===== config.mk =====
export PLATFORM = sky130hd
export DESIGN_NAME = char_lcd_nibble_port_sequencer_top_flat
export DESIGN_NICKNAME = d
export VERILOG_FILES = /design/src/hdl/clnps_pkg.sv /design/src/hdl/clnps_ifs.sv /design/src/hdl/clnps_front.sv /design/src/hdl/clnps_queue.sv /design/src/hdl/clnps_back.sv /design/src/hdl/char_lcd_nibble_port_sequencer_top.sv /design/src/flat_wrapper.sv
export VERILOG_INCLUDE_DIRS = /design/src /design/src/hdl
export SDC_FILE = /design/constraint.sdc
export NUM_CORES = 1
export LEC_CHECK = 0
export BUFFER_PORTS_ARGS = -buffer_cell sky130_fd_sc_hd__clkbuf_2
export CORE_ASPECT_RATIO = 1.25
export CORE_MARGIN = 2
export CORE_UTILIZATION = 62
export DETAILED_ROUTE_END_ITERATION = 10
export GPL_ROUTABILITY_DRIVEN = 1
export GPL_TIMING_DRIVEN = 0
export PLACE_DENSITY = 0.85
export SYNTH_ARGS = -nofsm -noshare
export SYNTH_HDL_FRONTEND = slang
export SYNTH_SLANG_ARGS = --single-unit

===== constraint.sdc =====
create_clock -name clk -period 6.75 [get_ports clk]
set_clock_uncertainty 0.1 [all_clocks]
set_input_delay 0.3375 -clock clk [delete_from_list [all_inputs] [get_ports clk]]
set_output_delay 0.3375 -clock clk [all_outputs]
set_load 0.03 [all_outputs]

===== src/hdl/char_lcd_nibble_port_sequencer_top_macros.svh =====
// Assertion macros shared by the sequencer modules.
`ifndef CHAR_LCD_NIBBLE_PORT_SEQUENCER_TOP_MACROS_SVH
`define CHAR_LCD_NIBBLE_PORT_SEQUENCER_TOP_MACROS_SVH

// Same-cycle implication under an active-low reset.
`define CLNPS_ASSERT_IMP(lbl, ck, rn, ante, cons, msg) \
	lbl: assert property (@(posedge ck) disable iff (!(rn)) (ante) |-> (cons)) \
		else $error(msg);

// Next-cycle implication under an active-low reset.
`define CLNPS_ASSERT_NXT(lbl, ck, rn, ante, cons, msg) \
	lbl: assert property (@(posedge ck) disable iff (!(rn)) (ante) |=> (cons)) \
		else $error(msg);

`endif


===== src/hdl/clnps_pkg.sv =====
`default_nettype none

package clnps_pkg;

	localparam logic [2:0] KIND_CHAR    = 3'd0;
	localparam logic [2:0] KIND_CLEAR   = 3'd1;
	localparam logic [2:0] KIND_HOME    = 3'd2;
	localparam logic [2:0] KIND_CURSOR  = 3'd3;
	localparam logic [2:0] KIND_CONTROL = 3'd4;
	localparam logic [2:0] KIND_BL      = 3'd5;
	localparam logic [2:0] KIND_INIT    = 3'd6;

	localparam logic [1:0] REG_ROW_COUNT    = 2'd0;
	localparam logic [1:0] REG_COLUMN_COUNT = 2'd1;
	localparam logic [1:0] REG_BL_ACT_LOW   = 2'd2;
	localparam logic [1:0] REG_BL_AT_INIT   = 2'd3;

	localparam logic [2:0] WAIT_1US  = 3'd0;
	localparam logic [2:0] WAIT_50US = 3'd1;
	localparam logic [2:0] WAIT_1MS  = 3'd2;
	localparam logic [2:0] WAIT_2MS  = 3'd3;
	localparam logic [2:0] WAIT_5MS  = 3'd4;
	localparam logic [2:0] WAIT_50MS = 3'd5;

	localparam logic [1:0] OP_BYTE = 2'd0;
	localparam logic [1:0] OP_ERR  = 2'd1;
	localparam logic [1:0] OP_BL   = 2'd2;
	localparam logic [1:0] OP_INIT = 2'd3;

	localparam logic [7:0] LCD_CLEAR        = 8'h01;
	localparam logic [7:0] LCD_HOME         = 8'h02;
	localparam logic [7:0] CMD_CONTROL      = 8'h08;
	localparam logic [7:0] LCD_FUNCTION_SET = 8'h20;
	localparam logic [7:0] FUNC_2LINE       = 8'h08;
	localparam logic [7:0] LCD_ENTRY_MODE   = 8'h06;
	localparam logic [7:0] CMD_DISP_ON      = 8'h0C;
	localparam logic [3:0] NIB_WAKE         = 4'h3;
	localparam logic [3:0] NIB_FOUR_BIT     = 4'h2;

	localparam logic [4:0] BYTE_LAST_STEP  = 5'd3;
	localparam logic [4:0] INIT_NIB_FIRST  = 5'd1;
	localparam logic [4:0] INIT_BYTE_FIRST = 5'd9;
	localparam logic [4:0] INIT_LAST_STEP  = 5'd28;

	typedef struct packed {
		logic [2:0] row_count;
		logic [5:0] column_count;
		logic       bl_invert;
		logic       bl_on_at_init;
	} cfg_t;

	typedef struct packed {
		logic [1:0] op;
		logic [7:0] data;
		logic       rs;
		logic [2:0] fin_wait;
		logic       bl;
	} job_t;

	function automatic logic [6:0] row_base(input logic [1:0] row);
		logic [6:0] b;
		case (row)
			2'd0: b = 7'h00;
			2'd1: b = 7'h40;
			2'd2: b = 7'h14;
			2'd3: b = 7'h54;
			default: b = 7'h00;
		endcase
		return b;
	endfunction

	// Commands after function set in the power-up sequence.
	function automatic logic [7:0] init_cmd(input logic [2:0] idx);
		logic [7:0] c;
		case (idx)
			3'd1: c = CMD_CONTROL;
			3'd2: c = LCD_CLEAR;
			3'd3: c = LCD_ENTRY_MODE;
			3'd4: c = CMD_DISP_ON;
			default: c = 8'h00;
		endcase
		return c;
	endfunction

	function automatic logic [2:0] init_wait(input logic [2:0] idx);
		logic [2:0] w;
		case (idx)
			3'd0: w = WAIT_1MS;
			3'd1: w = WAIT_1MS;
			3'd2: w = WAIT_2MS;
			3'd3: w = WAIT_1MS;
			3'd4: w = WAIT_50US;
			default: w = WAIT_1US;
		endcase
		return w;
	endfunction

endpackage

`default_nettype wire


===== src/hdl/clnps_ifs.sv =====
`default_nettype none

interface clnps_op_if;
	logic       valid;
	logic       ready;
	logic [2:0] kind;
	logic [7:0] char_code;
	logic [5:0] cursor_col;
	logic [1:0] cursor_row;
	logic       display_on;
	logic       cursor_on;
	logic       blink_on;
	logic       backlight_on;

	modport source (
		output valid, kind, char_code, cursor_col, cursor_row,
		output display_on, cursor_on, blink_on, backlight_on,
		input  ready
	);
	modport sink (
		input  valid, kind, char_code, cursor_col, cursor_row,
		input  display_on, cursor_on, blink_on, backlight_on,
		output ready
	);
endinterface

interface clnps_res_if;
	logic       valid;
	logic       ready;
	logic [7:0] port_byte;
	logic [2:0] wait_class;
	logic       status;
	logic       last;

	modport source (
		output valid, port_byte, wait_class, status, last,
		input  ready
	);
	modport sink (
		input  valid, port_byte, wait_class, status, last,
		output ready
	);
endinterface

`default_nettype wire


===== src/hdl/clnps_front.sv =====
`default_nettype none

module clnps_front (
	clnps_op_if.sink          op,
	input  var clnps_pkg::cfg_t cfg,
	input  wire logic         full,
	output logic              push,
	output clnps_pkg::job_t   job
);

	logic       out_of_range;
	logic [6:0] addr;

	assign op.ready = !full;

	assign out_of_range = ({1'b0, op.cursor_row} >= cfg.row_count)
		|| (op.cursor_col >= cfg.column_count);
	assign addr = clnps_pkg::row_base(op.cursor_row) + {1'b0, op.cursor_col};

	always_comb begin
		job.op       = clnps_pkg::OP_BYTE;
		job.data     = 8'h00;
		job.rs       = 1'b0;
		job.fin_wait = clnps_pkg::WAIT_50US;
		job.bl       = op.backlight_on;
		push         = op.valid && !full;
		case (op.kind)
			clnps_pkg::KIND_CHAR: begin
				job.data = op.char_code;
				job.rs   = 1'b1;
			end
			clnps_pkg::KIND_CLEAR: begin
				job.data     = clnps_pkg::LCD_CLEAR;
				job.fin_wait = clnps_pkg::WAIT_2MS;
			end
			clnps_pkg::KIND_HOME: begin
				job.data     = clnps_pkg::LCD_HOME;
				job.fin_wait = clnps_pkg::WAIT_2MS;
			end
			clnps_pkg::KIND_CURSOR: begin
				if (out_of_range) begin
					job.op = clnps_pkg::OP_ERR;
				end
				job.data = {1'b1, addr};
			end
			clnps_pkg::KIND_CONTROL: begin
				job.data = clnps_pkg::CMD_CONTROL
					| {5'b00000, op.display_on, op.cursor_on, op.blink_on};
			end
			clnps_pkg::KIND_BL: begin
				job.op = clnps_pkg::OP_BL;
			end
			clnps_pkg::KIND_INIT: begin
				job.op   = clnps_pkg::OP_INIT;
				job.data = clnps_pkg::LCD_FUNCTION_SET
					| ((cfg.row_count > 3'd1) ? clnps_pkg::FUNC_2LINE : 8'h00);
				job.bl   = cfg.bl_on_at_init;
			end
			default: begin
				// An unused kind is taken and dropped.
				push = 1'b0;
			end
		endcase
	end

endmodule

`default_nettype wire


===== src/hdl/clnps_queue.sv =====
`default_nettype none

module clnps_queue #(
	parameter int DEPTH = 2
) (
	input  wire logic           clk,
	input  wire logic           arst_n,
	input  wire logic           push,
	input  var clnps_pkg::job_t push_job,
	input  wire logic           pop,
	output logic                full,
	output logic                head_valid,
	output clnps_pkg::job_t     head_job
);

	`include "char_lcd_nibble_port_sequencer_top_macros.svh"

	localparam int PW = (DEPTH > 1) ? $clog2(DEPTH) : 1;
	localparam int CW = $clog2(DEPTH + 1);

	clnps_pkg::job_t mem_q [DEPTH];
	logic [PW-1:0]   wr_ptr_q;
	logic [PW-1:0]   rd_ptr_q;
	logic [CW-1:0]   count_q;

	function automatic logic [PW-1:0] next_ptr(input logic [PW-1:0] p);
		return (p == PW'(DEPTH - 1)) ? '0 : p + 1'b1;
	endfunction

	assign full       = (count_q == CW'(DEPTH));
	assign head_valid = (count_q != '0);
	assign head_job   = mem_q[rd_ptr_q];

	always_ff @(posedge clk or negedge arst_n) begin
		if (!arst_n) begin
			wr_ptr_q <= '0;
			rd_ptr_q <= '0;
			count_q  <= '0;
		end else begin
			if (push) begin
				wr_ptr_q <= next_ptr(wr_ptr_q);
			end
			if (pop) begin
				rd_ptr_q <= next_ptr(rd_ptr_q);
			end
			if (push && !pop) begin
				count_q <= count_q + 1'b1;
			end else if (pop && !push) begin
				count_q <= count_q - 1'b1;
			end
		end
	end

	always_ff @(posedge clk) begin
		if (push) begin
			mem_q[wr_ptr_q] <= push_job;
		end
	end

	`CLNPS_ASSERT_IMP(a_no_push_full, clk, arst_n, push, !full, "push into a full queue")
	`CLNPS_ASSERT_IMP(a_no_pop_empty, clk, arst_n, pop, head_valid, "pop from an empty queue")
	`CLNPS_ASSERT_NXT(a_count_down, clk, arst_n, pop && !push,
		count_q == $past(count_q) - 1'b1, "queue fill count did not fall on pop")

endmodule

`default_nettype wire


===== src/hdl/clnps_back.sv =====
`default_nettype none

module clnps_back (
	input  wire logic           clk,
	input  wire logic           arst_n,
	input  var clnps_pkg::cfg_t cfg,
	input  wire logic           job_valid,
	input  var clnps_pkg::job_t job,
	output logic                pop,
	clnps_res_if.source         res
);

	`include "char_lcd_nibble_port_sequencer_top_macros.svh"

	logic [4:0] step_q;
	logic       backlight_bit_q;
	logic       res_valid_q;
	logic [7:0] port_byte_q;
	logic [2:0] wait_q;
	logic       status_q;
	logic       last_q;

	logic       load;
	logic       new_bl;
	logic       bl_upd;
	logic       bl_now;
	logic       cur_last;
	logic       cur_status;
	logic       is_nibble;
	logic       plain_byte;
	logic [3:0] nib;
	logic       e_bit;
	logic [2:0] cur_wait;
	logic [7:0] cur_port;
	logic [4:0] nib_k;
	logic [4:0] byte_k;
	logic [7:0] seq_data;
	logic [1:0] seq_sub;
	logic [2:0] seq_fin;

	assign load   = job_valid && (!res_valid_q || res.ready);
	assign new_bl = job.bl ^ cfg.bl_invert;
	assign nib_k  = step_q - clnps_pkg::INIT_NIB_FIRST;
	assign byte_k = step_q - clnps_pkg::INIT_BYTE_FIRST;

	always_comb begin
		bl_upd     = 1'b0;
		cur_last   = 1'b0;
		cur_status = 1'b0;
		is_nibble  = 1'b0;
		plain_byte = 1'b0;
		nib        = 4'h0;
		e_bit      = 1'b0;
		cur_wait   = clnps_pkg::WAIT_1US;
		seq_data   = job.data;
		seq_sub    = step_q[1:0];
		seq_fin    = job.fin_wait;
		case (job.op)
			clnps_pkg::OP_BYTE: begin
				is_nibble = 1'b1;
				cur_last  = (step_q == clnps_pkg::BYTE_LAST_STEP);
			end
			clnps_pkg::OP_ERR: begin
				cur_status = 1'b1;
				cur_last   = 1'b1;
			end
			clnps_pkg::OP_BL: begin
				plain_byte = 1'b1;
				bl_upd     = 1'b1;
				cur_last   = 1'b1;
			end
			clnps_pkg::OP_INIT: begin
				if (step_q == 5'd0) begin
					plain_byte = 1'b1;
					bl_upd     = 1'b1;
					cur_wait   = clnps_pkg::WAIT_50MS;
				end else if (step_q < clnps_pkg::INIT_BYTE_FIRST) begin
					// Wake-up nibbles: three of 3h, then 2h to enter 4-bit mode.
					nib   = (nib_k[2:1] == 2'd3) ? clnps_pkg::NIB_FOUR_BIT
						: clnps_pkg::NIB_WAKE;
					e_bit = !nib_k[0];
					if (nib_k[0]) begin
						cur_wait = nib_k[2] ? clnps_pkg::WAIT_1MS : clnps_pkg::WAIT_5MS;
					end
				end else begin
					is_nibble = 1'b1;
					seq_sub   = byte_k[1:0];
					seq_fin   = clnps_pkg::init_wait(byte_k[4:2]);
					if (byte_k[4:2] != 3'd0) begin
						seq_data = clnps_pkg::init_cmd(byte_k[4:2]);
					end
					cur_last = (step_q == clnps_pkg::INIT_LAST_STEP);
				end
			end
			default: begin
				cur_last = 1'b1;
			end
		endcase
		if (is_nibble) begin
			nib   = seq_sub[1] ? seq_data[3:0] : seq_data[7:4];
			e_bit = !seq_sub[0];
			if (seq_sub[0]) begin
				cur_wait = seq_sub[1] ? seq_fin : clnps_pkg::WAIT_50US;
			end
		end
	end

	assign bl_now   = bl_upd ? new_bl : backlight_bit_q;
	assign cur_port = cur_status ? 8'h00
		: plain_byte ? {4'h0, bl_now, 3'b000}
		: {nib, bl_now, e_bit, 1'b0, job.rs && (job.op == clnps_pkg::OP_BYTE)};
	assign pop = load && cur_last;

	always_ff @(posedge clk or negedge arst_n) begin
		if (!arst_n) begin
			step_q          <= '0;
			backlight_bit_q <= 1'b0;
			res_valid_q     <= 1'b0;
		end else begin
			if (load) begin
				step_q <= cur_last ? 5'd0 : step_q + 1'b1;
				if (bl_upd) begin
					backlight_bit_q <= new_bl;
				end
				res_valid_q <= 1'b1;
			end else if (res.ready) begin
				res_valid_q <= 1'b0;
			end
		end
	end

	always_ff @(posedge clk) begin
		if (load) begin
			port_byte_q <= cur_port;
			wait_q      <= cur_status ? clnps_pkg::WAIT_1US : cur_wait;
			status_q    <= cur_status;
			last_q      <= cur_last;
		end
	end

	assign res.valid      = res_valid_q;
	assign res.port_byte  = port_byte_q;
	assign res.wait_class = wait_q;
	assign res.status     = status_q;
	assign res.last       = last_q;

	`CLNPS_ASSERT_IMP(a_byte_steps, clk, arst_n, job_valid && (job.op == clnps_pkg::OP_BYTE),
		step_q <= clnps_pkg::BYTE_LAST_STEP, "byte sequence ran past four transfers")
	`CLNPS_ASSERT_IMP(a_init_steps, clk, arst_n, job_valid && (job.op == clnps_pkg::OP_INIT),
		step_q <= clnps_pkg::INIT_LAST_STEP, "power-up sequence ran past its end")
	`CLNPS_ASSERT_IMP(a_bl_change, clk, arst_n, !$stable(backlight_bit_q),
		$past(load && bl_upd), "backlight bit changed outside a backlight transfer")
	`CLNPS_ASSERT_IMP(a_err_shape, clk, arst_n, res_valid_q && status_q,
		last_q && (port_byte_q == 8'h00), "error result is not a lone empty transfer")

endmodule

`default_nettype wire


===== src/hdl/char_lcd_nibble_port_sequencer_top.sv =====
// Channel  Dir  Payload                                                Transfer when
// op       in   kind, char_code, cursor_col, cursor_row, flags         op.valid && op.ready
// res      out  port_byte, wait_class, status, last                    res.valid && res.ready
// cfg      in   cfg_index selects the register, cfg_wdata the value    cfg_we
//
// One port byte leaves per cycle while res is not stalled: a character or command takes four
// port bytes, a backlight change or a cursor error one, and the power-up sequence 29.
// The operation queue of QUEUE_DEPTH entries lets new operations be taken while the
// sequencer and the output register are still busy; op.ready falls only when it is full.
// A stall on res holds the output register and the sequencer step.
// Reset clears the queue, the sequencer step and the backlight bit, and loads the
// register defaults; the block is ready as soon as reset is released.
`default_nettype none

module char_lcd_nibble_port_sequencer_top #(
	parameter int QUEUE_DEPTH = 2
) (
	input  wire logic   clk,
	input  wire logic   arst_n,
	input  wire logic   cfg_we,
	input  wire logic [1:0] cfg_index,
	input  wire logic [5:0] cfg_wdata,
	clnps_op_if.sink    op,
	clnps_res_if.source res
);

	clnps_pkg::cfg_t cfg_q;
	clnps_pkg::job_t push_job;
	clnps_pkg::job_t head_job;
	logic            push;
	logic            pop;
	logic            full;
	logic            head_valid;

	always_ff @(posedge clk or negedge arst_n) begin
		if (!arst_n) begin
			cfg_q.row_count     <= 3'd2;
			cfg_q.column_count  <= 6'd16;
			cfg_q.bl_invert     <= 1'b0;
			cfg_q.bl_on_at_init <= 1'b1;
		end else if (cfg_we) begin
			case (cfg_index)
				clnps_pkg::REG_ROW_COUNT:    cfg_q.row_count     <= cfg_wdata[2:0];
				clnps_pkg::REG_COLUMN_COUNT: cfg_q.column_count  <= cfg_wdata;
				clnps_pkg::REG_BL_ACT_LOW:   cfg_q.bl_invert     <= cfg_wdata[0];
				clnps_pkg::REG_BL_AT_INIT:   cfg_q.bl_on_at_init <= cfg_wdata[0];
				default: begin
				end
			endcase
		end
	end

	clnps_front u_front (
		.op   (op),
		.cfg  (cfg_q),
		.full (full),
		.push (push),
		.job  (push_job)
	);

	clnps_queue #(
		.DEPTH (QUEUE_DEPTH)
	) u_queue (
		.clk        (clk),
		.arst_n     (arst_n),
		.push       (push),
		.push_job   (push_job),
		.pop        (pop),
		.full       (full),
		.head_valid (head_valid),
		.head_job   (head_job)
	);

	clnps_back u_back (
		.clk       (clk),
		.arst_n    (arst_n),
		.cfg       (cfg_q),
		.job_valid (head_valid),
		.job       (head_job),
		.pop       (pop),
		.res       (res)
	);

endmodule

`default_nettype wire


===== src/flat_wrapper.sv =====
// flat-port wrapper written by rule: the top's interface ports become plain ports
module char_lcd_nibble_port_sequencer_top_flat 
#(
	parameter int QUEUE_DEPTH = 2
)
  (clk, arst_n, cfg_we, cfg_index, cfg_wdata, op_valid, op_kind, op_char_code, op_cursor_col, op_cursor_row, op_display_on, op_cursor_on, op_blink_on, op_backlight_on, op_ready, res_valid, res_port_byte, res_wait_class, res_status, res_last, res_ready);
  clnps_op_if op_i ();
  clnps_res_if res_i ();
  input  wire logic clk;
  input  wire logic arst_n;
  input  wire logic cfg_we;
  input  wire logic [1:0] cfg_index;
  input  wire logic [5:0] cfg_wdata;
  input wire logic [$bits(op_i.valid)-1:0] op_valid;
  input wire logic [$bits(op_i.kind)-1:0] op_kind;
  input wire logic [$bits(op_i.char_code)-1:0] op_char_code;
  input wire logic [$bits(op_i.cursor_col)-1:0] op_cursor_col;
  input wire logic [$bits(op_i.cursor_row)-1:0] op_cursor_row;
  input wire logic [$bits(op_i.display_on)-1:0] op_display_on;
  input wire logic [$bits(op_i.cursor_on)-1:0] op_cursor_on;
  input wire logic [$bits(op_i.blink_on)-1:0] op_blink_on;
  input wire logic [$bits(op_i.backlight_on)-1:0] op_backlight_on;
  output wire logic [$bits(op_i.ready)-1:0] op_ready;
  output wire logic [$bits(res_i.valid)-1:0] res_valid;
  output wire logic [$bits(res_i.port_byte)-1:0] res_port_byte;
  output wire logic [$bits(res_i.wait_class)-1:0] res_wait_class;
  output wire logic [$bits(res_i.status)-1:0] res_status;
  output wire logic [$bits(res_i.last)-1:0] res_last;
  input wire logic [$bits(res_i.ready)-1:0] res_ready;
  assign op_i.valid = op_valid;
  assign op_i.kind = op_kind;
  assign op_i.char_code = op_char_code;
  assign op_i.cursor_col = op_cursor_col;
  assign op_i.cursor_row = op_cursor_row;
  assign op_i.display_on = op_display_on;
  assign op_i.cursor_on = op_cursor_on;
  assign op_i.blink_on = op_blink_on;
  assign op_i.backlight_on = op_backlight_on;
  assign op_ready = op_i.ready;
  assign res_valid = res_i.valid;
  assign res_port_byte = res_i.port_byte;
  assign res_wait_class = res_i.wait_class;
  assign res_status = res_i.status;
  assign res_last = res_i.last;
  assign res_i.ready = res_ready;
  char_lcd_nibble_port_sequencer_top #(.QUEUE_DEPTH(QUEUE_DEPTH)) u_core (.clk(clk), .arst_n(arst_n), .cfg_we(cfg_we), .cfg_index(cfg_index), .cfg_wdata(cfg_wdata), .op(op_i), .res(res_i));
endmodule

Word level (Yosys, flattened, before mapping)
Memories as Yosys holds them, arrays and structs flattened.
Cells that the tools add are included.
Storage, ports and cells
  register bits: 35
  RAM bits: 28
  input bits: 36
  output and inout bits: 15
  word-level logic and storage cells: 143
  memories kept: 1
Cells by class
  add/subtract/negate cells: 8
  magnitude comparators: 4
  equal/unequal tests: 23
  muxes and demuxes: 58
  bitwise logic cells: 1
  reductions and logical operators: 33
Memory list
  u_core.u_queue.mem_q: words 2, width 14, read ports 1, clocked after memory_dff 0, wr ports 1, RTL line clnps_queue.sv:21  | clnps_pkg::job_t mem_q [DEPTH];
Operator list (number)
  8-bit one-hot mux with 6 select lines: 1
  3-bit 2-to-1 mux: 11
  8-bit 2-to-1 mux: 4
  7-bit one-hot mux with 4 select lines: 1
  1-bit 2-to-1 mux: 22
  2-bit 2-to-1 mux: 9
  2-bit equality test (second input constant): 8
  4-bit one-hot mux with 4 select lines: 1
  3-bit by 2-bit equality test with 1-bit output (second input constant): 4
  3-bit equality test (second input constant): 4
  4-bit 2-to-1 mux: 3
  2-bit one-hot mux with 3 select lines: 2
  2-bit AND reduction: 4
  7-bit by 6-bit adder with 7-bit output: 1
  7-bit OR reduction: 1
  2-bit by 1-bit equality test with 1-bit output (second input constant): 3
  3-bit by 1-bit equality test with 1-bit output (second input constant): 2
  6-bit >= comparator: 1
  1-bit logical AND: 6
  1-bit zero test: 6
  2-bit zero test: 3
  3-bit zero test: 2
  2-bit nonzero test: 3
  2-bit OR reduction: 3
  other kinds (19): 22

Longest topological paths before layout
  depth after elaboration: 10
  mapped depth: 13
  gate-level depth less buffers: 11

Cells and area by module
A second synthesis with hierarchy kept.
Second synthesis, totals
  cells, all modules: 347
  area total of the unflattened synthesis: 3917.5 um^2
By module, submodules not included
  clnps_back: times used 1, cells each 170, area an instance 1546.5 um^2, sequential area each 535.5 um^2
  clnps_queue: times used 1, cells each 63, area an instance 1323.8 um^2, sequential area each 1001.0 um^2
  clnps_front: times used 1, cells each 88, area an instance 593.1 um^2, sequential area each 0.0 um^2
  char_lcd_nibble_port_sequencer_top: times used 1, cells each 26, area an instance 454.2 um^2, sequential area each 279.0 um^2

Worst setup path after synthesis
OpenSTA, ideal clock, no wires.
  path kind: register to register
  start: register u_core.u_queue.rd_ptr_q
  end: register u_core.u_queue.count_q[1]
  setup time: 0.125 ns
  arrival time: 2.367 ns
  required time: 6.525 ns
  setup slack: 4.158 ns
  stages on the path, launching flop included: 14
  period minus slack after synthesis: 2.592 ns
  path through: dfrtp_1 > buf_2 > mux2i_1 > inv_1 > ha_1 > buf_2 > and3_1 > a31oi_1 > o21ai_2 > nand2_1 > ha_1 > xor2_1 > nor2_1 > xor2_1
On the way
  cells in the longest elaborated chain, start to end: 8
  elaborated cells on any way between the ends: 13
  classes of those cells: 3 x eq/ne; 2 x mux; 7 x reduce/logical; 1 x memory
Ends and longest elaborated chain
  start: declaration: RTL line clnps_queue.sv:23  | logic [PW-1:0] rd_ptr_q;
  start signal: assignment: RTL line clnps_queue.sv:44  | rd_ptr_q <= next_ptr(rd_ptr_q);
  memory read 2 x 14 bit (*)
  2-bit equality test or 2-bit by 1-bit equality test with 1-bit output (tied branches): RTL line clnps_back.sv:58  | case (job.op)
  2-bit OR reduction (no line)
  1-bit one-hot mux with 3 select lines (*): RTL line clnps_back.sv:58
  named net u_core.u_back.cur_last: RTL line clnps_back.sv:27  | logic cur_last;
  1-bit logical AND (*): RTL line clnps_back.sv:112  | assign pop = load && cur_last;
  1-bit zero test: RTL line clnps_queue.sv:46  | if (push && !pop) begin
  1-bit logical AND: RTL line clnps_queue.sv:46
  2-bit 2-to-1 mux or 2-bit nonzero test (tied branches)
  end signal: assignment: RTL line clnps_queue.sv:47  | count_q <= count_q + 1'b1;
  end signal: assignment: RTL line clnps_queue.sv:49  | count_q <= count_q - 1'b1;
  end: declaration: RTL line clnps_queue.sv:24  | logic [CW-1:0] count_q;
The timed path passes the listed nets; every way through them passes the cells marked *.
A chain may end at the register's enable or synchronous reset.

Final worst setup path
Same ends and word-level chain as after synthesis.

==> key figures <==
STA
  – Worst-margin pin slew: 1.046 ns
  – RSZ-0062 raised after global routing: false
  – Setup TNS: 0 ns
  – Max-slew violation count: 0
  – F_max: 0.3292 GHz
  – Max-slew headroom: 29.99%
  – Min Hold Slack: 0.1090 ns
  – Final hold violation count: 0
  – Final Cycle Share: 45.00%
  – Min Tclk post-route: 3.038 ns
  – Setup violations, final: 0

Clock tree
  – CTS sink count: 60
  – Cts hold-fix bufs: 1
  – H-tree levels: 3
  – Root Driver: clkbuf_8
  – Clock buffer depth: 2
  – Setup Fix Bufs, Post-CTS: 0
  – Clk slew on worst S/H paths: 0.08 ns
  – Skew-Pair Late Insertion Delay: 0.34 ns
  – CTS Buf Count: 9
  – Post-CTS sizing: 0
  – CTS tree: done

Global route
  – Largest net degree at the start of global routing: 23
  – First-pass GRT wire length: 15310 microns
  – Overflow after GRT: 0
  – Vias in the first global route: 3116
  – Initial antenna violation count: 0
  – Global Route Usage Sum: 30.54%

Finish
  – Share of cells above drive strength 1: 24.88%
  – Area delta synth->final: 15.46%
  – Fin area: 0.004280 sq mm
  – Commonest cells after routing, fill and taps aside: clkbuf_2, edfxtp_1, inv_1
  – Layout Nets: 465
  – Diodes inserted: 0
  – Commonest non-fill, non-tap cell in the layout: clkbuf_2

Worst setup path
  – Crit Path Class: reg2reg
  – WP data required: 6.88 ns
  – Crit. End Element: flip-flop
  – R2r setup slk: 3.71 ns
  – Crit-path max cell delay: 0.48 ns
  – Largest delay contributor family on the critical path: buffers and inverters
  – Worst-path cell chain: buf_2 -> mux2i_1 -> inv_1 -> ha_1 -> buf_2 -> and3_1 -> a31oi_1 -> o21ai_2 -> nand2_1 -> ha_1 -> xor2_1 -> nor2_1 -> xor2_1
  – CP max-delay cell: mux2i_1
  – Worst EP arrival: 3.16 ns
  – Crit path max fanout: 10
  – Buffers and inverters on the worst path: 3
  – Startpoint Class: flip-flop

Place
  – Gpl congestion: 0.9897
  – DP HPWL: 6693 microns
  – DP Area: 0.004025 sq mm
  – # port buffers: 47

Floorplan
  – Chip Width: 73.17 microns
  – Die area: 0.006618 sq mm
  – Die height: 90.46 microns
  – Core Rows: 31
  – Initial Util: 64.15%
  – Core area: 0.005779 sq mm
  – I/O Pins: 51

Synth
  – Yosys warning count: 0
  – Sequential share of the synthesized area: 45.73%
  – Mapped Nets: 406
  – Synth cell types: 66
  – Mapped Avg Cell Area: 10.59 sq um
  – Number of flops mapped to enable cells by yosys: 38
  – Predominant post-synthesis flop cell: edfxtp_1
  – Ys async rst share: 36.67%
  – Yosys reg bits: 60
  – Synth Instances: 350
  – Mapped cell area: 0.003707 sq mm

Detailed routing
  – Routed wire per std cell: 19.16 microns
  – Router iterations before antenna repair: 7
  – Detailed-route DRC error count: 0
  – DRT antenna net count: 0
  – Final WL: 9197 microns
  – Via count: 3019
  – Via/cell ratio: 6.290
  – Initial DRC Count: 243

Status
  – Status: completed

Pwr
  – VDD IR max: 0.0002101 V
  – Leak: 1.840 nW
  – Power Dens Cells: 464.0 mW/mm^2

Min path
  – Min-delay worst type: in2reg

Job
  – Max-cap check violation count: 0
worst paths after layout:
| kind | from | end | cells after the start |
|---|---|---|---|
| worst max-delay path | u_core.u_queue.rd_ptr_q | u_core.u_queue.count_q[1] | 13 |
| worst min-delay path | cfg_wdata[1] | u_core.cfg_q[9] | 3 |
| worst max register to register | u_core.u_queue.rd_ptr_q | u_core.u_queue.count_q[1] | 13 |
| worst min register to register | u_core.u_queue.wr_ptr_q | u_core.u_queue.wr_ptr_q | 1 |
| max in group asynchronous | arst_n | u_core.cfg_q[10] | 2 |
| min in group asynchronous | arst_n | u_core.u_back.step_q[3] | 2 |
cell type report:
type | count | area, sq um
fillers | 396 | 1499
plain buffers | 19 | 103.9
flip-flops and latches | 60 | 1695
clock buffers | 9 | 123.9
multi-input cells | 248 | 1822
inverters | 23 | 86.33
repair buffers | 48 | 245.2
clock inverters | 7 | 121.4
well taps | 66 | 82.58
stage by stage:
| stage | util [%] | setup WS, ns | std cells | power, mW |
|---|---|---|---|---|
| global route | 74.06 | 3.472 | 480 | 2.101 |
| finish | 74.06 | 3.712 | 480 | 1.986 |
| detailed placement | 69.65 | 3.824 | 463 | 1.562 |
| floorplan | - | 4.158 | 350 | 1.311 |
| global placement | 69.65 | 3.944 | 463 | 1.546 |
| CTS | 74.06 | 3.727 | 480 | 1.976 |
synthesized netlist by cell type (4+ instances only):
library cell,n,area (sq um)
edfxtp_1,38,1141
inv_1,21,78.83
ha_1,20,250.2
nor2_1,20,75.07
dfrtp_1,19,475.5
nand2_1,16,60.06
a21oi_1,14,70.07
mux2_2,14,157.7
o21ai_0,14,70.07
mux2i_1,11,110.1
nand3_1,11,55.05
buf_2,8,40.04
nor3_1,8,40.04
xnor2_1,7,61.31
xor2_1,7,61.31
a21o_1,6,45.04
clkbuf_1,6,22.52
nand2b_1,6,37.54
nand3b_1,6,45.04
nor2b_1,6,37.54
a211oi_1,5,37.54
and2_1,4,25.02
buf_4,4,30.03
nor3b_1,4,30.03
or3_1,4,25.02
worst min-delay path, stage by stage:
cell      delay (ns)
clkbuf_2        0.09
nand2_1         0.04
o21ai_0         0.07
flip-flops by register name (all words and copies together) (netlist names):
| name | flops |
|---|---|
| u_core.u_back.step_q | 5 |
| u_core.u_queue.wr_ptr_q | 1 |
| u_core.u_back.res.status | 1 |
| u_core.u_back.res.valid | 1 |
| u_core.u_back.res.last | 1 |
| u_core.u_back.res.wait_class | 3 |
| u_core.u_queue.count_q | 2 |
| u_core.u_queue.mem_q | 26 |
| u_core.u_back.backlight_bit_q | 1 |
| u_core.u_back.res.port_byte | 7 |
| u_core.cfg_q | 11 |
| u_core.u_queue.rd_ptr_q | 1 |
where the power goes:
part / leakage (nW) / internal [mW] / switching (mW)
combinational: 1.10 / 0.357 / 0.629
clock: 0.120 / 0.247 / 0.156
sequential: 0.624 / 0.532 / 0.0651
total: 1.84 / 1.14 / 0.850
kinds of logic (layout without fill, tap and decap cells):
logic type / count (synthesis) / count (layout) / share of synthesized area [%]
simple gates: 105 / 105 / 15.83
compound gates: 82 / 82 / 15.32
flops: 60 / 60 / 45.73
buf+inv: 42 / 106 / 5.130
mux: 26 / 26 / 7.830
fa+ha+maj: 20 / 20 / 6.750
xor+xnor: 14 / 14 / 3.308
other cells: 1 / 1 / 0.1012
metal layers:
metal  track usage [%]  vias up  part of all wire (%)  routed length [microns]
li1                  -     1416                     -                        -
met1             34.25     1436                    37                     3358
met2             52.55      138                    55                     5014
met3             5.469       29                   4.8                      444
met4             17.75        0                   4.1                      380
met5                 0        -                     0                        0
(Power assumes the default switching activity.)
